## config.mk

```make
export PLATFORM = sky130hd
export DESIGN_NAME = bbs_mean
export DESIGN_NICKNAME = d
export VERILOG_FILES = /design/src/rtl/core/bbs_pkg.sv /design/src/rtl/core/bbs_mean.sv
export SDC_FILE = /design/constraint.sdc
export NUM_CORES = 1
export LEC_CHECK = 0
export BUFFER_PORTS_ARGS = -buffer_cell sky130_fd_sc_hd__buf_2
export CAP_MARGIN = 20
export CORE_MARGIN = 1
export CORE_UTILIZATION = 40
export DETAILED_ROUTE_END_ITERATION = 10
export SLEW_MARGIN = 5
export SYNTH_ARGS = -nofsm -noshare
export SYNTH_HDL_FRONTEND = slang
export SYNTH_SLANG_ARGS = --single-unit
```

## constraint.sdc

```tcl
create_clock -name clk -period 8.5 [get_ports clk]
set_clock_uncertainty 0.05 [all_clocks]
set_input_delay 1.7 -clock clk [delete_from_list [all_inputs] [get_ports clk]]
set_output_delay 1.7 -clock clk [all_outputs]
set_load 0.05 [all_outputs]
```

## src/rtl/core/bbs_pkg.sv

```systemverilog
// Package for the 3x3 box blur stream: sizes, codes and the shared types
// that travel between its modules. No dependencies.
`default_nettype none

package bbs_pkg;

    // Default size limits handed to the top level parameters
    localparam int MAX_WIDTH_DEF  = 2048;
    localparam int MAX_HEIGHT_DEF = 2048;

    // Configuration registers
    localparam int CFG_W      = 12;
    localparam int CFG_AW     = 3;
    localparam int APB_DW     = 32;
    localparam int WIDTH_RST  = 640;
    localparam int HEIGHT_RST = 480;
    localparam int MIN_DIM    = 3;

    typedef enum logic
    {
        REG_WIDTH  = 1'b0,
        REG_HEIGHT = 1'b1
    } cfg_reg_t;

    // Payload widths
    localparam int PIX_W   = 8;
    localparam int COORD_W = 11;

    // Window sum and divide by nine: floor(s / 9) == (s * 3641) >> 15 for s < 32768
    localparam int          SUM_W      = 12;
    localparam int          PROD_W     = 2 * SUM_W;
    localparam logic [11:0] DIV9_MUL   = 12'd3641;
    localparam int          DIV9_SHIFT = 15;

    // Result queue
    localparam int OUT_DEPTH = 8;
    localparam int OUT_AW    = 3;
    localparam int OUT_CW    = 4;

    // 3x3 window, index row*3+col, row 0 oldest, col 2 newest
    typedef logic [8:0][PIX_W-1:0] win_t;

    // Coordinates carried alongside a pixel
    typedef struct packed
    {
        logic [COORD_W-1:0] row;
        logic [COORD_W-1:0] col;
        logic               last;
    } meta_t;

    // Line store pipeline status
    typedef struct packed
    {
        logic v1;   // item in the memory read stage
        logic e1;   // that item produces a result
        logic v2;   // window holds a result item
    } ls_stat_t;

    // One result item
    typedef struct packed
    {
        logic [PIX_W-1:0]   pixel;
        logic [COORD_W-1:0] row;
        logic [COORD_W-1:0] col;
        logic               last;
    } res_t;

endpackage

`default_nettype wire

```

## src/rtl/core/bbs_mean.sv

```systemverilog
// Window mean: registered sum of nine pixels, then multiply by reciprocal of nine.
// Depends on bbs_pkg.
`default_nettype none

module bbs_mean (
    input  wire logic           clk,
    input  wire logic           rst_n,
    input  wire logic           in_valid,
    input  wire bbs_pkg::win_t  win,
    input  wire bbs_pkg::meta_t meta,
    output logic                out_valid,
    output bbs_pkg::res_t       res
);
    import bbs_pkg::*;

    logic [SUM_W-1:0]  sum;
    logic [SUM_W-1:0]  sum_reg;
    meta_t             meta_reg;
    logic              v3_reg;
    logic [PROD_W-1:0] prod;

    // Nine-pixel sum
    always_comb
    begin
        sum = '0;
        for (int i = 0; i < 9; i++)
            sum = sum + SUM_W'(win[i]);
    end

    always_ff @(posedge clk or negedge rst_n)
    begin
        if (!rst_n)
            v3_reg <= 1'b0;
        else
            v3_reg <= in_valid;
    end

    always_ff @(posedge clk)
    begin
        if (in_valid)
        begin
            sum_reg  <= sum;
            meta_reg <= meta;
        end
    end

    // floor(sum / 9)
    assign prod = PROD_W'(sum_reg) * PROD_W'(DIV9_MUL);

    assign out_valid = v3_reg;
    assign res.pixel = prod[DIV9_SHIFT +: PIX_W];
    assign res.row   = meta_reg.row;
    assign res.col   = meta_reg.col;
    assign res.last  = meta_reg.last;

endmodule

`default_nettype wire

```

==> impl_metrics.ini <==
[yosys]
synth-xor-area-share = 0.03570
synth-seq-area-share = 0.2193
synth_mux_area_frac = 0
synth_top_area_cell = fa_1
syn_area_sq_um = 4907
synth_top_area_frac = 0.3386
yosys.area_share.simple = 0.03238
synth_fa_ha_area_frac = 0.5426
synth_cells = 423
yosysWarnings = 0
synth_edf_count = 35
syn_nets = 684
synth_top_family_by_area = adder cells
syn_avg_cell_area_sq_um = 11.60
synth_compound_area_frac = 0.06833
synth.area.top_cells = fa_1 (34%), edfxtp_1 (21%), ha_1 (20%)
synth_ff_type = edfxtp_1
ys_seq_elements = 36
yosysUniqueCellTypes = 36
async_reset_ff_frac = 0.02778

[routing]
post_drt_wl_per_cell_um = 12.61
drc = 0
drtAntennaViolNets = 0
dr.pass1.iters = 4
routed_wirelength_um = 8814
via_count = 3266
vias_per_cell = 4.672
dr.first_iter.drc_count = 99

[finish]
drive_above_1_share = 0.2699
area_growth_pct = 18.61
design_area_sq_um = 5821
final_common_cell = buf_2
largest_register_ffs = 23
mostFrequentLayoutCells = buf_2 (129), inv_1 (117), fa_1 (83)
antenna_cells = 0
final_cell_count_no_fill = 699
fin_nets = 812
n_fill_cell = 1107
multi_input_area_sq_um = 3332
final-seq-area_sq_um = 1076

[worst_hold_path]
hp-class = in -> async

[place]
dp_cells = 691
routabilityCongestion = 0.8222
port_buffers = 129
dp_hpwl_um = 8043
dpl-instance-area_sq_um = 5677

[sta]
min_period_ns = 6.627
report.final.slew_viol_count = 0
hold_viol = 0
holdWs_ns = 1.143
min_period_over_period = 0.7797
slew_headroom = 0.4780
rsz0062_at_grt = false
worst_pin_slew_ns = 0.7830
tns_ns = 0
max_freq_mhz = 150.9
setup_viol = 0

[clock_tree]
hold_buffers = 0
cts_buffer_depth = 2
cts-resized-gates = 0
cts_buffers = 5
cts_tree = yes
cts.sinks = 36
postCtsSetupBuffers = 0
path_clk_slew_ns = 0.05
cts_root_buffer = clkbuf_16
h-tree-depth = 2

[floorplanning]
die_h_um = 112.8
start_util = 0.4103
die_w_um = 112.8
die-area_sq_um = 12710
rows = 40
ios = 130
core_sq_um = 11960

[status]
status = finished, final reports clean

[global_route]
grt.overflow.total = 0
grt_use_total = 0.1518
grt_pass1_vias = 3686
grt_pass1_wl_um = 15540
grt_max_degree = 37
antenna_found_initial = 0

[flow_run]
max_cap_viol_count = 0

[setup_path]
cp_data_required_time_ns = 6.75
critPathCaptureType = primary output
worstSetupPathType = reg -> out
cp_data_arrival_time_ns = 4.88
crit_fanout = 4
start_kind = flip-flop
[per-stage QoR]
step                utilization  setup slack [ns]
finish                   0.4866             1.873
global placement         0.4746             2.182
detailed placement       0.4746             2.179
CTS                      0.4866             1.858
floorplan                     -             2.413
global route             0.4866             1.644
[synth_stat cells (2+ instances only)]
| library cell | count |
|---|---|
| nor2_1 | 6 |
| inv_1 | 117 |
| a211oi_1 | 2 |
| a211oi_2 | 2 |
| xnor2_1 | 15 |
| a21o_1 | 5 |
| nand3_1 | 4 |
| fa_1 | 83 |
| xor2_1 | 5 |
| o41ai_2 | 2 |
| a21oi_2 | 2 |
| nand2_1 | 13 |
| buf_4 | 8 |
| o21ai_0 | 11 |
| o21ai_1 | 3 |
| a21oi_1 | 12 |
| edfxtp_1 | 35 |
| ha_1 | 80 |
[critical path, cell delays in order (launching register included)]
cell and delay, ns:
edfxtp_1 0.49, fa_1 0.51, ha_1 0.31, inv_1 0.06
fa_1 0.53, inv_1 0.05, fa_1 0.49, inv_1 0.05
fa_1 0.52, inv_1 0.04, ha_1 0.34, and3_2 0.24
a22oi_2 0.17, nand4b_1 0.15, a31oi_1 0.22, xnor2_1 0.13
buf_2 0.27
[path summary, 6_finish.rpt]
| kind | startpoint | to | slack, ns | cells past startpoint |
|---|---|---|---|---|
| setup / recovery | sum_reg[7]$_DFFE_PP_ | res[28] | 1.87 | 16 |
| hold / removal | rst_n | out_valid$_DFF_PN0_ | 1.14 | 1 |
| max in group asynchronous | rst_n | out_valid$_DFF_PN0_ | 7.17 | 1 |
| min in group clk | meta[15] | res[15]$_DFFE_PP_ | 1.55 | 1 |
[final cells by class]
cell class | instances | area share
Multi-Input combinational cell | 262 | 0.5724
Clock buffer | 5 | 0.02150
Sequential cell | 36 | 0.1849
Timing Repair Buffer | 129 | 0.1109
Clock inverter | 3 | 0.003224
Tap cell | 147 | 0.03160
Inverter | 117 | 0.07545
[routing by layer]
layer,global-route usage,wire length (um),vias to the layer above
li1,-,-,1590
met1,0.1870,3911,1590
met2,0.2831,4516,76
met3,0.01714,282,10
met4,0.03733,104,0
met5,0,0,-
[cells by family after synthesis]
logic type               Yosys count
AO/OA/AOI/OAI                     47
AND/OR/NAND/NOR                   32
XOR/XNOR                          20
flip-flops                        36
buffers and inverters            125
adder cells (fa/ha/maj)          163
Power is not shown: default switching activity piles up to over one toggle a cycle in this logic, so the estimate is an artifact.
