$ cat config.mk
export PLATFORM = sky130hd
export DESIGN_NAME = bbs_cfg_regs
export DESIGN_NICKNAME = d
export VERILOG_FILES = /design/src/rtl/core/bbs_pkg.sv /design/src/rtl/core/bbs_cfg_regs.sv
export SDC_FILE = /design/constraint.sdc
export NUM_CORES = 1
export LEC_CHECK = 0
export BUFFER_PORTS_ARGS = -buffer_cell sky130_fd_sc_hd__buf_4
export CORE_MARGIN = 3
export CORE_UTILIZATION = 41
export DETAILED_ROUTE_END_ITERATION = 6
export PLACE_DENSITY = 0.79
export SYNTH_ARGS = -nofsm -noshare
export SYNTH_HDL_FRONTEND = slang
export SYNTH_SLANG_ARGS = --single-unit
$ cat constraint.sdc
create_clock -name clk -period 2 [get_ports clk]
set_clock_uncertainty 0.05 [all_clocks]
set_input_delay 0.4 -clock clk [delete_from_list [all_inputs] [get_ports clk]]
set_output_delay 0.4 -clock clk [all_outputs]
set_load 0.05 [all_outputs]
$ cat src/rtl/core/bbs_pkg.sv
// Package for the 3x3 box blur stream: sizes, codes and the shared types
// that travel between its modules. No dependencies.
`default_nettype none

package bbs_pkg;

    // Default size limits handed to the top level parameters
    localparam int MAX_WIDTH_DEF  = 2048;
    localparam int MAX_HEIGHT_DEF = 2048;

    // Configuration registers
    localparam int CFG_W      = 12;
    localparam int CFG_AW     = 3;
    localparam int APB_DW     = 32;
    localparam int WIDTH_RST  = 640;
    localparam int HEIGHT_RST = 480;
    localparam int MIN_DIM    = 3;

    typedef enum logic
    {
        REG_WIDTH  = 1'b0,
        REG_HEIGHT = 1'b1
    } cfg_reg_t;

    // Payload widths
    localparam int PIX_W   = 8;
    localparam int COORD_W = 11;

    // Window sum and divide by nine: floor(s / 9) == (s * 3641) >> 15 for s < 32768
    localparam int          SUM_W      = 12;
    localparam int          PROD_W     = 2 * SUM_W;
    localparam logic [11:0] DIV9_MUL   = 12'd3641;
    localparam int          DIV9_SHIFT = 15;

    // Result queue
    localparam int OUT_DEPTH = 8;
    localparam int OUT_AW    = 3;
    localparam int OUT_CW    = 4;

    // 3x3 window, index row*3+col, row 0 oldest, col 2 newest
    typedef logic [8:0][PIX_W-1:0] win_t;

    // Coordinates carried alongside a pixel
    typedef struct packed
    {
        logic [COORD_W-1:0] row;
        logic [COORD_W-1:0] col;
        logic               last;
    } meta_t;

    // Line store pipeline status
    typedef struct packed
    {
        logic v1;   // item in the memory read stage
        logic e1;   // that item produces a result
        logic v2;   // window holds a result item
    } ls_stat_t;

    // One result item
    typedef struct packed
    {
        logic [PIX_W-1:0]   pixel;
        logic [COORD_W-1:0] row;
        logic [COORD_W-1:0] col;
        logic               last;
    } res_t;

endpackage

`default_nettype wire

$ cat src/rtl/core/bbs_cfg_regs.sv
// APB register block: image width and height, clamped frame size, restart strobe.
// Depends on bbs_pkg.
`default_nettype none

module bbs_cfg_regs #(
    parameter int MAX_WIDTH  = bbs_pkg::MAX_WIDTH_DEF,
    parameter int MAX_HEIGHT = bbs_pkg::MAX_HEIGHT_DEF
) (
    input  wire logic                            clk,
    input  wire logic                            rst_n,
    input  wire logic                            psel,
    input  wire logic                            penable,
    input  wire logic                            pwrite,
    input  wire logic [bbs_pkg::CFG_AW-1:0]      paddr,
    input  wire logic [bbs_pkg::APB_DW-1:0]      pwdata,
    output logic      [bbs_pkg::APB_DW-1:0]      prdata,
    output logic                                 pready,
    output logic      [$clog2(MAX_WIDTH+1)-1:0]  w_eff,
    output logic      [$clog2(MAX_HEIGHT+1)-1:0] h_eff,
    output logic                                 restart
);
    import bbs_pkg::*;

    localparam int WID_W = $clog2(MAX_WIDTH + 1);
    localparam int HGT_W = $clog2(MAX_HEIGHT + 1);
    localparam int DW_W  = (WID_W > CFG_W) ? WID_W : CFG_W;
    localparam int DH_W  = (HGT_W > CFG_W) ? HGT_W : CFG_W;

    logic [CFG_W-1:0] width_reg;
    logic [CFG_W-1:0] height_reg;
    logic             wr_en;
    cfg_reg_t         sel;
    logic [DW_W-1:0]  w_ext;
    logic [DH_W-1:0]  h_ext;

    assign pready  = 1'b1;
    assign wr_en   = psel && penable && pwrite;
    assign sel     = cfg_reg_t'(paddr[2]);
    assign restart = wr_en;

    // Register writes
    always_ff @(posedge clk or negedge rst_n)
    begin
        if (!rst_n)
        begin
            width_reg  <= CFG_W'(WIDTH_RST);
            height_reg <= CFG_W'(HEIGHT_RST);
        end
        else if (wr_en)
        begin
            unique case (sel)
                REG_WIDTH:  width_reg  <= pwdata[CFG_W-1:0];
                REG_HEIGHT: height_reg <= pwdata[CFG_W-1:0];
                default:    ;
            endcase
        end
    end

    // Read back
    always_comb
    begin
        unique case (sel)
            REG_WIDTH:  prdata = APB_DW'(width_reg);
            REG_HEIGHT: prdata = APB_DW'(height_reg);
            default:    prdata = '0;
        endcase
    end

    // Clamp sizes into 3..MAX
    assign w_ext = DW_W'(width_reg);
    assign h_ext = DH_W'(height_reg);

    always_comb
    begin
        if (w_ext < DW_W'(MIN_DIM))
            w_eff = WID_W'(MIN_DIM);
        else if (w_ext > DW_W'(MAX_WIDTH))
            w_eff = WID_W'(MAX_WIDTH);
        else
            w_eff = WID_W'(w_ext);

        if (h_ext < DH_W'(MIN_DIM))
            h_eff = HGT_W'(MIN_DIM);
        else if (h_ext > DH_W'(MAX_HEIGHT))
            h_eff = HGT_W'(MAX_HEIGHT);
        else
            h_eff = HGT_W'(h_ext);
    end

endmodule

`default_nettype wire

==> out/qor.csv, run 1 <==
metric;value;unit
status;finished with violations;
failing checks;negative setup slack;
PwrDens;1260;nW/µm²
antenna-violating nets left;0;
drt total wl;3420;µm
antenna violations before repair;0;
P_int;1.33;mW
clock root buffer;clkbuf_4;
number of core rows;20;
combinational power share;0.577;
via/cell ratio;4.77;
Setup crit end kind;output port;
clock power share;0.136;
Seq/Total Area, Yosys;0.422;
setup slack after layout;-280;ps
min Tclk post-route;2280;ps
Synth Area in Adders;0;
CP startpoint;w_ext[9];
routed len/inst;15.1;µm
syn avg cell area;11.7;µm²
hold slack;263;ps
period utilization;1.14;
Layout Nets;224;
vias in the first global route;1105;
sequential share of power;0.287;
WS Path Type;reg2out;
H-tree depth;1;
CTS buffer count;3;
antenna cells;0;
core area;3200;µm²
Clock Sinks;24;
most frequent cells in the layout;buf_4 (60), mux2_2 (35), conb_1 (21), nor2b_1 (18), dfrtp_1 (18);
P_sw;1.22;mW
crit-path cells;or4_4 > o41ai_4 > buf_6;
first-pass GRT wire length;5370;µm
warnings from Yosys;0;
Syn Inst Count;123;
Final Max Slew Viols;0;
Die Span Y;65.3;µm
Die Span X;65.3;µm
gr usage total;0.164;
initial DRC count;19;
Hold Startpoint;pwdata[0];
RePlAce Congestion;0.726;
Max Cap Viol;0;
Yosys cell types;16;
Slowest cell on crit path;or4_4;
largest family of logic cells by synthesized area;multiplexers;
number of synthesized register bits;24;
CTS tree;yes;
commonest non-fill, non-tap cell in the layout;buf_4;
clock buffer depth;2;
Synth-to-Final Area Change;40.2;%
hpwl dp;2580;µm
mux cell area share after synthesis;0.281;
Initial Util;0.450;
die area;4260;µm²
simple-gate portion of the synthesized area;0.136;
setup_tns;-1090;ps
IO Port Bufs;54;
clock-pin transition on the worst setup and hold timing paths;130;ps
Worst Path Required;1550;ps
Setup Viol. Count Final;4;
RSZ-0062 raised after global routing;yes;
Max VDD drop;0.000739;V
pin count of the biggest net entering global routing;25;
crit-path leading delay family;simple AND/OR/NAND/NOR gates;
Worst Path Buf+Inv;1;
setup slack at placement;19.7;ps
via count;1082;
layout cells sized above 1;0.639;
startpoint types;register;
total grt overflow;0;
CP arrival;1830;ps
Compound-Gate Fraction of Synth Area;0.0243;
CP max FO;4;
Max Fclk;439;MHz
Leak Pwr;0.985;nW
sw frac;0.478;
Crit path largest cell delay;570;ps
Post-Syn Area;1440;µm²
Detailed Routing Iterations Pass 1;3;
final hold violations;0;
I/O Pins;98;
Crit Reg-Reg Startpoint;h_ext[4];
hold crit path type;in2reg;
worst skew pair latency;300;ps
XOR/XNOR Fraction of Synth Area;0;
# DRC;0;
[stage by stage]
| stage | util | power (mW) | cell area (µm²) | instances |
|---|---|---|---|---|
| after floorplan | - | 1.79 | 1590 | 142 |
| after global placement | 0.593 | 2.14 | 1900 | 217 |
| after detailed placement | 0.593 | 2.16 | 1900 | 217 |
| after CTS | 0.626 | 2.54 | 2000 | 225 |
| after global routing | 0.630 | 2.66 | 2020 | 227 |
| final | 0.630 | 2.54 | 2020 | 227 |
[synthesized netlist by cell type]
cell	number	area share
mux2_1	1	0.0078
or4_4	2	0.016
nand4_1	1	0.0043
o41ai_1	4	0.024
conb_1	2	0.0052
and3_1	1	0.0043
dfrtp_1	18	0.31
nand2b_1	4	0.017
dfstp_2	6	0.11
or4_1	2	0.010
clkbuf_1	4	0.010
nand4b_1	1	0.0061
mux2_2	35	0.27
buf_2	3	0.010
buf_4	21	0.11
nor2b_1	18	0.078
[timing repair]
item                                   4_1_cts  5_1_grt
resized for setup                            5        0
hold buffers                                 1        0
gates cloned                                 0        0
endpoints found under the hold margin       18        0
setup endpoints to repair                    4        4
buffers inserted                             3        2
pin swaps                                    3        1
[power groups by stage]
stage          combinational (mW)  sequential, mW  clock, mW
4_1_cts                      1.46           0.729      0.352
2_1_floorplan                1.08           0.709          0
3_3_place_gp                 1.41           0.732          0
3_5_place_dp                 1.41           0.743          0
6_report                     1.47           0.730      0.346
5_1_grt                      1.53           0.749      0.379
[sequential cells by signal (all words and copies together), names as in the netlist]
name and flops:
w_ext 12, h_ext 12
[worst paths after layout]
path	end	slack, ps	cells after the start
worst max-delay path	w_eff[0]	-280	3
worst min-delay path	h_ext[0]	260	2
worst max register to register	h_ext[4]	910	3
worst min register to register	h_ext[0]	500	1
max in group asynchronous	w_ext[7]	1170	2
min in group asynchronous	w_ext[5]	440	2
[cell type report]
cell class,count,area (µm²)
clock buffer,3,22.5
clock inverter,1,30.0
fill,266,1180
multi-input combinational,90,798
sequential,24,608
tap,44,55.1
timing repair buffer,65,505
[layer usage]
layer / GRT usage / part of all wire / vias up
met1: 0.218 / 0.41 / 533
met2: 0.279 / 0.53 / 44
met4: 0.0389 / 0.0035 / 0
li1: - / - / 503
met5: 0 / 0 / -
met3: 0.0274 / 0.058 / 2
[cells by family after synthesis]
| logic type | Yosys count |
|---|---|
| AO/OA/AOI/OAI | 4 |
| flip-flops | 24 |
| multiplexers | 36 |
| AND/OR/NAND/NOR | 29 |
| buffers and inverters | 28 |
| other | 2 |
Power figures use the tool's default switching activity.
==> run 2: changes to the inputs <==
==> constraint.sdc (replaced) <==
create_clock -name clk -period 2.2 [get_ports clk]
set_clock_uncertainty 0.05 [all_clocks]
set_input_delay 0.44 -clock clk [delete_from_list [all_inputs] [get_ports clk]]
set_output_delay 0.44 -clock clk [all_outputs]
set_load 0.05 [all_outputs]
==> run 2 against run 1 <==
Compared with the run above: the flow still finishes with violations (negative setup slack); worst setup slack better by 110 ps; core utilization is 0.23 points higher; clock power is 5% lower; die area stayed put; largest power group unchanged; highest routed layer unchanged.
==> out/qor.csv, run 2 (synthesis results as in run 1) <==
metric;value;unit;change
RSZ-0062 raised after global routing;yes;;
Setup crit end kind;output port;;
worst skew pair latency;310;ps;about the same
number of core rows;20;;unchanged
Max VDD drop;0.000627;V;-15%
startpoint types;register;;
status;finished with violations;;
final hold violations;0;;unchanged
Crit path largest cell delay;560;ps;about the same
Hold Startpoint;pwdata[3];;
Clock Sinks;24;;unchanged
CP max FO;2;;-2
Detailed Routing Iterations Pass 1;4;;+1
CP arrival;1880;ps;+50 ps
antenna cells;0;;unchanged
first-pass GRT wire length;5940;µm;+11%
via count;1093;;+1.0%
crit-path cells;or4_4 > o41ai_4 > buf_6;;
Crit Reg-Reg Startpoint;h_ext[10];;
area of the multi-input gates;787;µm²;-1.4%
Die Span X;65.3;µm;unchanged
Worst Path Required;1710;ps;+160 ps
FF/Latch Area;608;µm²;unchanged
Max Fclk;421;MHz;
die area;4260;µm²;unchanged
Die Span Y;65.3;µm;unchanged
vias in the first global route;1147;;+3.8%
Post-DP Area;1840;µm²;-3.0%
clock-pin transition on the worst setup and hold timing paths;150;ps;+20 ps
hpwl dp;2600;µm;+0.68%
Max Cap Viol;0;;unchanged
period utilization;1.08;;
# DRC;0;;unchanged
PwrDens;1150;nW/µm²;-8.4%
RePlAce Congestion;0.747;;+2.8%
antenna-violating nets left;0;;unchanged
drt total wl;3650;µm;+6.7%
post-route design area;2030;µm²;+0.37%
clock buffer depth;2;;unchanged
most frequent cells in the layout;buf_4 (64), mux2_2 (35), conb_1 (21), nor2b_1 (18), dfrtp_1 (18);;
hold crit path type;in2reg;;
commonest non-fill, non-tap cell in the layout;buf_4;;
initial DRC count;27;;+8
worst reg-to-reg setup slack;1130;ps;+220 ps
Placed Instances;216;;-0.46%
Setup Viol. Count Final;4;;unchanged
IO Port Bufs;54;;unchanged
CTS tree;yes;;
routed len/inst;15.9;µm;+5.3%
path depth of the worst reg2reg path;3;;unchanged
I/O Pins;98;;unchanged
Synth-to-Final Area Change;40.7;%;
Hold Path End;w_ext[3];;
CTS buffer count;3;;unchanged
H-tree depth;1;;unchanged
antenna violations before repair;0;;unchanged
hold slack;290;ps;+27.6 ps
total grt overflow;0;;unchanged
WS Path Type;reg2out;;
R2R Path End;h_ext[10];;
Leak Pwr;0.990;nW;+0.50%
fin cells;230;;+1.3%
Initial Util;0.450;;unchanged
via/cell ratio;4.75;;-0.30%
clock root buffer;clkbuf_4;;
Slowest cell on crit path;or4_4;;
min Tclk post-route;2370;ps;
Final Max Slew Viols;0;;unchanged
setup slack after layout;-173;ps;+107 ps
hold depth;2;;unchanged
Fill cells;272;;+2.3%
pin count of the biggest net entering global routing;25;;unchanged
failing checks;negative setup slack;;
setup slack at placement;166;ps;+147 ps
layout cells sized above 1;0.645;;+0.00582
Layout Nets;227;;+1.3%
gr usage total;0.182;;+0.0179
core area;3200;µm²;unchanged
## run 2: routing by layer
layer  vias to the layer above  GRT usage  routed length [µm]
li1                        512          -                   -
met1                       527      0.224                1500
met2                        52      0.317                1840
met3                         2     0.0410                 293
met4                         0     0.0544                  18
met5                         -          0                   0
## run 2: worst max-delay path: cells and delay by family, from the launching register on
family | cells | cell delay, ps
DFF | 1 | 410
and+or+nand+nor | 1 | 560
buffers and inverters | 1 | 210
AOI/OAI and AO/OA | 1 | 370
## run 2: area by class of cell
type	count	share of cell area
sequential	24	0.300
multi-input combinational	90	0.388
clock buffer	3	0.0111
clock inverter	1	0.0148
tap	44	0.0272
timing repair buffer	68	0.259
## run 2: stage by stage
stage	util	setup TNS [ps]	total power [mW]
4_1_cts	0.619	-548	2.30
2_1_floorplan	-	-756	1.59
6_report	0.633	-528	2.34
3_3_place_gp	0.576	0	1.89
3_5_place_dp	0.576	0	1.92
5_1_grt	0.633	-753	2.44
## run 2: worst max path at each step
stage	from	end	slack, ps
after CTS	h_ext[10]	h_eff[1]	-140
after global placement	h_ext[2]	h_eff[1]	200
final	h_ext[4]	h_eff[1]	-170
after floorplan	w_ext[8]	w_eff[0]	-190
after global routing	h_ext[6]	h_eff[1]	-210
after detailed placement	h_ext[2]	h_eff[1]	170
## run 2: where the power goes
part	leakage (nW)	switching (mW)	internal, mW
Sequential	0.279	0.102	0.557
Clock	0.0279	0.143	0.184
Combinational	0.683	0.879	0.474
## run 2: what timing repair did
action | in CTS | in global routing
pin swaps | 3 | 2
buffers inserted | 5 | 4
hold endpoints to repair | 18 | 0
hold buffers | 1 | 0
setup endpoints to repair | 4 | 4
gates resized for setup | 6 | 2
