**src/rtl/core/bbs_pkg.sv**
```systemverilog
// Package for the 3x3 box blur stream: sizes, codes and the shared types
// that travel between its modules. No dependencies.
`default_nettype none

package bbs_pkg;

    // Default size limits handed to the top level parameters
    localparam int MAX_WIDTH_DEF  = 2048;
    localparam int MAX_HEIGHT_DEF = 2048;

    // Configuration registers
    localparam int CFG_W      = 12;
    localparam int CFG_AW     = 3;
    localparam int APB_DW     = 32;
    localparam int WIDTH_RST  = 640;
    localparam int HEIGHT_RST = 480;
    localparam int MIN_DIM    = 3;

    typedef enum logic
    {
        REG_WIDTH  = 1'b0,
        REG_HEIGHT = 1'b1
    } cfg_reg_t;

    // Payload widths
    localparam int PIX_W   = 8;
    localparam int COORD_W = 11;

    // Window sum and divide by nine: floor(s / 9) == (s * 3641) >> 15 for s < 32768
    localparam int          SUM_W      = 12;
    localparam int          PROD_W     = 2 * SUM_W;
    localparam logic [11:0] DIV9_MUL   = 12'd3641;
    localparam int          DIV9_SHIFT = 15;

    // Result queue
    localparam int OUT_DEPTH = 8;
    localparam int OUT_AW    = 3;
    localparam int OUT_CW    = 4;

    // 3x3 window, index row*3+col, row 0 oldest, col 2 newest
    typedef logic [8:0][PIX_W-1:0] win_t;

    // Coordinates carried alongside a pixel
    typedef struct packed
    {
        logic [COORD_W-1:0] row;
        logic [COORD_W-1:0] col;
        logic               last;
    } meta_t;

    // Line store pipeline status
    typedef struct packed
    {
        logic v1;   // item in the memory read stage
        logic e1;   // that item produces a result
        logic v2;   // window holds a result item
    } ls_stat_t;

    // One result item
    typedef struct packed
    {
        logic [PIX_W-1:0]   pixel;
        logic [COORD_W-1:0] row;
        logic [COORD_W-1:0] col;
        logic               last;
    } res_t;

endpackage

`default_nettype wire

```
**src/rtl/core/bbs_out_fifo.sv**
```systemverilog
// Result queue that decouples the fixed-latency pipeline from output stalls.
// Depends on bbs_pkg.
`default_nettype none

module bbs_out_fifo (
    input  wire logic                         clk,
    input  wire logic                         rst_n,
    input  wire logic                         wr_en,
    input  wire bbs_pkg::res_t                wr_data,
    output logic                              rd_valid,
    input  wire logic                         rd_ready,
    output bbs_pkg::res_t                     rd_data,
    output logic      [bbs_pkg::OUT_CW-1:0]   count
);
    import bbs_pkg::*;

    res_t              fifo_mem [OUT_DEPTH];
    logic [OUT_AW-1:0] wr_ptr_reg, rd_ptr_reg;
    logic [OUT_CW-1:0] count_reg;
    logic              rd_en;

    assign rd_valid = (count_reg != '0);
    assign rd_en    = rd_valid && rd_ready;
    assign rd_data  = fifo_mem[rd_ptr_reg];
    assign count    = count_reg;

    always_ff @(posedge clk or negedge rst_n)
    begin
        if (!rst_n)
        begin
            wr_ptr_reg <= '0;
            rd_ptr_reg <= '0;
            count_reg  <= '0;
        end
        else
        begin
            if (wr_en)
                wr_ptr_reg <= wr_ptr_reg + OUT_AW'(1);
            if (rd_en)
                rd_ptr_reg <= rd_ptr_reg + OUT_AW'(1);
            case ({wr_en, rd_en})
                2'b10:   count_reg <= count_reg + OUT_CW'(1);
                2'b01:   count_reg <= count_reg - OUT_CW'(1);
                default: count_reg <= count_reg;
            endcase
        end
    end

    always_ff @(posedge clk)
    begin
        if (wr_en)
            fifo_mem[wr_ptr_reg] <= wr_data;
    end

endmodule

`default_nettype wire

```
**config.mk**
```make
export PLATFORM = sky130hd
export DESIGN_NAME = bbs_out_fifo
export DESIGN_NICKNAME = d
export VERILOG_FILES = /design/src/rtl/core/bbs_pkg.sv /design/src/rtl/core/bbs_out_fifo.sv
export SDC_FILE = /design/constraint.sdc
export NUM_CORES = 1
export LEC_CHECK = 0
export BUFFER_PORTS_ARGS = -buffer_cell sky130_fd_sc_hd__buf_2
export CAP_MARGIN = 20
export CORE_ASPECT_RATIO = 0.6
export CORE_UTILIZATION = 60
export DETAILED_ROUTE_END_ITERATION = 10
export PLACE_DENSITY = 0.79
export REMOVE_ABC_BUFFERS = 1
export SETUP_SLACK_MARGIN = 0.4
export SLEW_MARGIN = 5
export SYNTH_ARGS = -nofsm -noshare
export SYNTH_HDL_FRONTEND = slang
export SYNTH_SLANG_ARGS = --single-unit
export TNS_END_PERCENT = 100
```
**constraint.sdc**
```tcl
create_clock -name clk -period 3.7 [get_ports clk]
set_input_delay 0.74 -clock clk [delete_from_list [all_inputs] [get_ports clk]]
set_output_delay 0.74 -clock clk [all_outputs]
set_load 0.02 [all_outputs]
```
==> results of run 1 <==
==> area by class of cell <==
cell class | count | area share [%]
repair buffers | 90 | 4.532
inverters | 2 | 0.06490
diodes | 3 | 0.06490
multi-input cells | 135 | 20.29
clock buffers | 28 | 5.138
flip-flops and latches | 258 | 66.62
clock inverters | 11 | 0.8221
well taps | 228 | 2.466
==> stage by stage <==
step                      cells  util [%]
after floorplan             395         -
after global placement      706     66.08
after detailed placement    706     66.08
after CTS                   746     70.38
after global routing        752     70.70
final                       755     70.75
==> placed cells by master, fill, tap and decap left out, drive strengths merged <==
cell type	n
xor2	5
dfrtp	10
bufinv	2
o41ai	1
mux2i	1
clkinv	9
nor2b	1
a21oi	1
nand2b	3
nor3	3
xnor2	4
nand2	4
a41oi	1
nor2	7
nand3	1
ha	5
edfxtp	248
buf	90
nor4b	1
clkbuf	28
diode	3
mux2	34
inv	2
or4	1
mux4	62
==> logic make-up (layout without fill, tap and decap cells) <==
family / Yosys count / count (layout) / share of synthesized area (%)
compound gates: 3 / 3 / 0.2226
xor+xnor: 9 / 9 / 0.7790
fa+ha+maj: 5 / 5 / 0.6183
buf+inv: 20 / 131 / 1.274
flops: 258 / 258 / 76.07
mux: 97 / 97 / 19.98
other cells: 0 / 3 / 0
simple gates: 21 / 21 / 1.051
==> where the power goes <==
group,internal [mW],switching (mW)
sequential,3.69,0.336
clock,1.27,0.973
combinational,1.31,1.42
==> worst register-to-register path, delay by kind of cell (launching register included) <==
kind	cells	cell delay [ns]
flip-flops	1	0.46
AND/OR/NAND/NOR	3	0.81
AO/OA/AOI/OAI	1	0.15
adder cells (fa/ha/maj)	2	0.45
XOR/XNOR	3	0.47
buffers and inverters	1	0.09
==> per-layer routing <==
metal | routed length [um] | vias up | share of wire [%] | global-route usage, %
li1 | - | 1994 | - | -
met1 | 7908 | 2311 | 43 | 31.37
met2 | 9152 | 151 | 49 | 37.26
met3 | 1206 | 21 | 6.5 | 3.877
met4 | 251 | 0 | 1.4 | 5.336
met5 | 0 | - | 0 | 0
==> worst max-delay path by stage <==
stage	startpoint	end	slack [ns]	cells past startpoint
after floorplan	rd_ptr_reg[0]	rd_data[0]	0.09	2
after detailed placement	rd_ptr_reg[0]	rd_data[28]	0.83	4
final	rd_ptr_reg[0]	rd_data[23]	0.52	4
after CTS	rd_ptr_reg[0]	rd_data[23]	0.37	4
after global routing	rd_ptr_reg[1]	rd_data[28]	0.43	4
after global placement	rd_ptr_reg[0]	rd_data[29]	0.87	4
==> repair_timing <==
action / 4_1_cts / 5_1_grt
buffers inserted: 1 / 6
hold endpoints to repair: 0 / 0
setup endpoints to repair: 26 / 7
gates resized for setup: 1 / 1
hold buffers: 0 / 0
==> flow_metrics.py, run 1 <==
metrics = {
    "run_status": {
        "status": "finished, final reports clean",
    },
    "cts": {
        "cts-root-buf": "clkbuf_16",
        "worstSkewPairLatency_ns": 0.50,
        "cts.sinks": 258,
        "numCtsBuffers": 23,
        "cts_tree": "built",
        "clk_pin_slew_ns": 0.06,
        "clock_path_buffers": 3,
        "htree_levels": 1,
    },
    "timing": {
        "final_hold_viol_count": 0,
        "hold_ws_ns": 0.08830,
        "drv_slew": 0,
        "layout_min_cycle_time_ns": 3.178,
        "rsz0062_at_grt": "no",
        "max_freq_mhz": 314.6,
        "min_period_over_period_pct": 85.90,
        "setup_viol": 0,
        "setup_slack_ns": 0.5215,
        "fin_worst_skew_ns": 0.01164,
        "fin_setup_tns_ns": 0,
        "relSlewSlack_pct": 38.42,
        "tightest_slew_ns": 0.9236,
    },
    "global_routing": {
        "grt_pass1_wl_mm": 27.47,
        "grt_max_degree": 41,
        "grt_pass1_vias": 4542,
        "gr-usage-all-layers_pct": 22.24,
        "antenna_found_initial": 1,
        "overflow": 0,
    },
    "drt": {
        "vias": 4477,
        "vias_per_cell": 5.930,
        "drt_pass1_iterations": 4,
        "drc": 0,
        "wl_per_cell_um": 24.53,
        "drt_wl_total_mm": 18.52,
        "antenna_left": 0,
        "drtIter0Drc": 365,
    },
    "worst_setup_path": {
        "crit_family": "multiplexers",
        "worst-path-max-fanout": 40,
        "ff2ff_path_depth": 10,
        "endpoint_kind": "output port",
        "worst-path-buf-inv": 2,
        "crit_path_start_kind": "flip-flop",
        "worstPathRequired_ns": 2.96,
        "r2r_start": "count[1]",
        "crit_path_max_incr_delay_ns": 0.64,
        "r2r_slack_ns": 1.14,
        "path_class": "reg2out",
        "cp_cell_sequence": "buf_16 > mux4_1 > mux2_2 > buf_2",
        "crit_arrival_ns": 2.44,
        "crit-reg2reg-capture": "count[2]",
        "critPathSlowestCell": "mux4_1",
    },
    "power": {
        "leakagePower_nw": 4.003,
        "p_per_area_nw_per_um2": 778.2,
        "power_mw": 9.002,
        "peakVddDrop_mv": 0.5129,
    },
    "logic_synthesis": {
        "ys_types": 24,
        "yosysSeqAreaShare_pct": 76.07,
        "synth_cells": 413,
        "async_reset_ff_share_pct": 3.876,
        "ys_top_cells_by_count": "248 x edfxtp_1, 62 x mux4_1, 34 x mux2_2",
        "ys_warn_count": 0,
        "synth_ff_type": "edfxtp_1",
        "synth_seq_cells": 258,
        "synth_area_leaders": "edfxtp_1 74%, mux4_1 16%, mux2_2 3.8%, dfrtp_1 2.5%, buf_6 0.78%",
        "yosysTopAreaCell": "edfxtp_1",
        "synth.avg_cell_area_sq_um": 24.50,
        "synth_most_common_cell": "edfxtp_1",
        "synth_top_area_share_pct": 73.60,
        "synth_edf_count": 248,
        "syn-cell-area_sq_um": 10120,
    },
    "place": {
        "place_congestion": 0.7203,
        "post-place-ws_ns": 0.8264,
        "dp_hpwl_mm": 10.25,
        "io_buffer_count": 70,
        "placed_area_sq_um": 10800,
    },
    "die": {
        "num_io_pins": 71,
        "die_w_um": 169.7,
        "rows": 36,
        "core_area_sq_um": 16350,
        "start_util_pct": 61.88,
        "chipHeight_um": 102.6,
        "fp.dieArea_sq_um": 17400,
    },
    "finish": {
        "area.sequential_sq_um": 7706,
        "finish.instance_area_sq_um": 11570,
        "multi_input_area_sq_um": 2347,
        "drive_above_1_share_pct": 30.92,
        "fin_nets": 550,
        "largest_register_ffs": 248,
        "syn_to_final_growth_pct": 14.32,
        "nFillCells": 966,
    },
    "flow_run": {
        "cap_violations": 0,
    },
    "worst_hold_path": {
        "hold_class": "in2async",
    },
}
(Power assumes the default switching activity.)
==> run 2, diff against run 1 <==
CTS_BUF_LIST = sky130_fd_sc_hd__clkbuf_8   (was not set)
==> flow_metrics.py, run 2 (synthesis gave the netlist of run 1 again) <==
metrics = {
    "global_routing": {
        "overflow": 0,
        "gr-usage-all-layers_pct": 21.67,
        "grt_pass1_wl_mm": 26.97,
        "antenna_found_initial": 2,
        "grt_max_degree": 41,
        "grt_pass1_vias": 4610,
    },
    "worst_setup_path": {
        "ff2ff_path_depth": 10,
        "path_class": "reg2out",
        "critical_path_depth": 4,
        "worstPathRequired_ns": 2.96,
        "worst-path-buf-inv": 2,
        "crit_path_max_incr_delay_ns": 0.75,
        "crit_arrival_ns": 2.41,
        "crit_path_start_kind": "flip-flop",
        "worst-path-max-fanout": 38,
        "endpoint_kind": "output port",
        "critPathSlowestCell": "dfrtp_4",
        "crit_family": "flip-flops",
        "cp_cell_sequence": "buf_4 > mux4_1 > mux2_2 > buf_2",
    },
    "timing": {
        "fin_worst_skew_ns": 0.01252,
        "setup_slack_ns": 0.5505,
        "tightest_slew_ns": 0.9347,
        "relSlewSlack_pct": 37.68,
        "rsz0062_at_grt": "no",
        "fin_setup_tns_ns": 0,
        "setup_viol": 0,
        "layout_min_cycle_time_ns": 3.150,
        "min_period_over_period_pct": 85.12,
        "max_freq_mhz": 317.5,
        "final_hold_viol_count": 0,
        "drv_slew": 0,
        "hold_ws_ns": 0.09012,
    },
    "drt": {
        "drt_pass1_iterations": 5,
        "drc": 0,
        "m1WireLength_mm": 7.949,
        "wl_met3_mm": 1.164,
        "antenna_left": 0,
        "vias_per_cell": 5.920,
        "wl_met2_mm": 8.672,
        "highest_layer": "met4",
        "wl_per_cell_um": 23.29,
        "drtIter0Drc": 341,
        "drt_wl_total_mm": 18.01,
        "vias": 4576,
    },
    "finish": {
        "layout.cells.most_common_list": "248 x edfxtp_1, 70 x buf_2, 62 x mux4_1, 37 x clkbuf_8, 34 x mux2_2",
        "fin_nets": 559,
        "largest_register_ffs": 248,
        "final_common_cell": "edfxtp_1",
        "fin_cells": 773,
        "drive_above_1_share_pct": 31.73,
        "syn_to_final_growth_pct": 13.47,
    },
    "worst_hold_path": {
        "hold_class": "in2async",
    },
    "power": {
        "p_per_area_nw_per_um2": 757.5,
        "switching_share_pct": 31.38,
        "peakVddDrop_mv": 0.4282,
        "power_mw": 8.697,
        "p_clk_share_pct": 22.8,
        "p_switching_mw": 2.729,
        "p_int_mw": 5.968,
        "pwr-share-seq_pct": 46.1,
        "combPwrFrac_pct": 31.1,
        "leakagePower_nw": 3.993,
    },
    "place": {
        "post-place-ws_ns": 0.8264,
        "dp_hpwl_mm": 10.25,
        "place_inst": 706,
        "io_buffer_count": 70,
        "place_congestion": 0.7203,
    },
    "cts": {
        "numCtsBuffers": 36,
        "cts-root-buf": "clkbuf_8",
        "cts_tree": "built",
        "clk_pin_slew_ns": 0.07,
        "ctsHoldBuffers": 0,
        "worstSkewPairLatency_ns": 0.51,
        "clock_path_buffers": 3,
        "htree_levels": 2,
        "cts.sinks": 258,
    },
    "die": {
        "num_io_pins": 71,
        "rows": 36,
        "start_util_pct": 61.88,
        "core_area_sq_um": 16350,
        "chipHeight_um": 102.6,
        "fp.dieArea_sq_um": 17400,
        "die_w_um": 169.7,
    },
    "flow_run": {
        "cap_violations": 0,
    },
    "run_status": {
        "status": "finished, final reports clean",
    },
}
==> run 2: cell types whose count changed in the layout (fill, tap and decap cells not counted), sizes merged <==
| cell | delta |
|---|---|
| clkbuf | +9 |
| inv | +8 |
| buf | -4 |
| clkinv | +4 |
| clkinvlp | +2 |
| bufinv | -1 |
==> run 2: power groups by stage <==
stage | clock network, mW | registers (mW) | logic [mW]
finish | 1.98 | 4.01 | 2.71
global route | 2.14 | 4.06 | 2.88
CTS | 2.02 | 4.04 | 2.68
detailed placement | 0 | 4.13 | 2.62
global placement | 0 | 4.09 | 2.58
floorplan | 0 | 4.11 | 1.73
==> run 2: cell type report <==
cell class                      instances  area [sq um]
Tap cell                              228         285.3
Antenna cell                            3         7.507
Inverter                                2         7.507
Clock inverter                         24         123.9
Clock buffer                           37         509.2
Sequential cell                       258          7706
Timing Repair Buffer                   86         494.2
Fill cell                             963          4870
Multi-Input combinational cell        135          2347
==> run 2: worst reg2reg max path, cell delays in order, from the launching register on <==
cell,delay (ns)
dfrtp_1,0.46
or4_4,0.57
nand2_1,0.18
inv_1,0.09
ha_1,0.26
xor2_1,0.17
ha_1,0.18
a21oi_1,0.16
xor2_1,0.16
nor2_1,0.06
xor2_1,0.14
==> run 2: stage by stage <==
stage / area [sq um] / util (%)
2_1_floorplan: 9997 / -
5_1_grt: 11470 / 70.17
3_3_place_gp: 10800 / 66.08
4_1_cts: 11450 / 70.03
6_report: 11480 / 70.22
3_5_place_dp: 10800 / 66.08
==> run 2: final timing paths <==
path	start	slack, ns	endpoint
worst max-delay path	rd_ptr_reg[1]	0.55	rd_data[28]
min in group clk	count[3]	0.50	count[3]
worst min-delay path	rst_n	0.09	count[2]
worst max register to register	count[1]	1.17	count[2]
worst min register to register	count[3]	0.50	count[3]
max in group asynchronous	rst_n	3.38	rd_ptr_reg[0]
==> run 2: per-layer routing <==
metal / vias to the layer above / global-route usage [%]
met1: 2369 / 30.94
met3: 28 / 4.875
met5: - / 0
met2: 155 / 34.96
li1: 2024 / -
met4: 0 / 5.198
==> run 2: what timing repair did <==
item                                    CTS  global route
resized for setup                         1             1
endpoints found under the setup margin   27            11
pin swaps                                 0             0
buffers inserted                          1             2
endpoints found under the hold margin     0             0
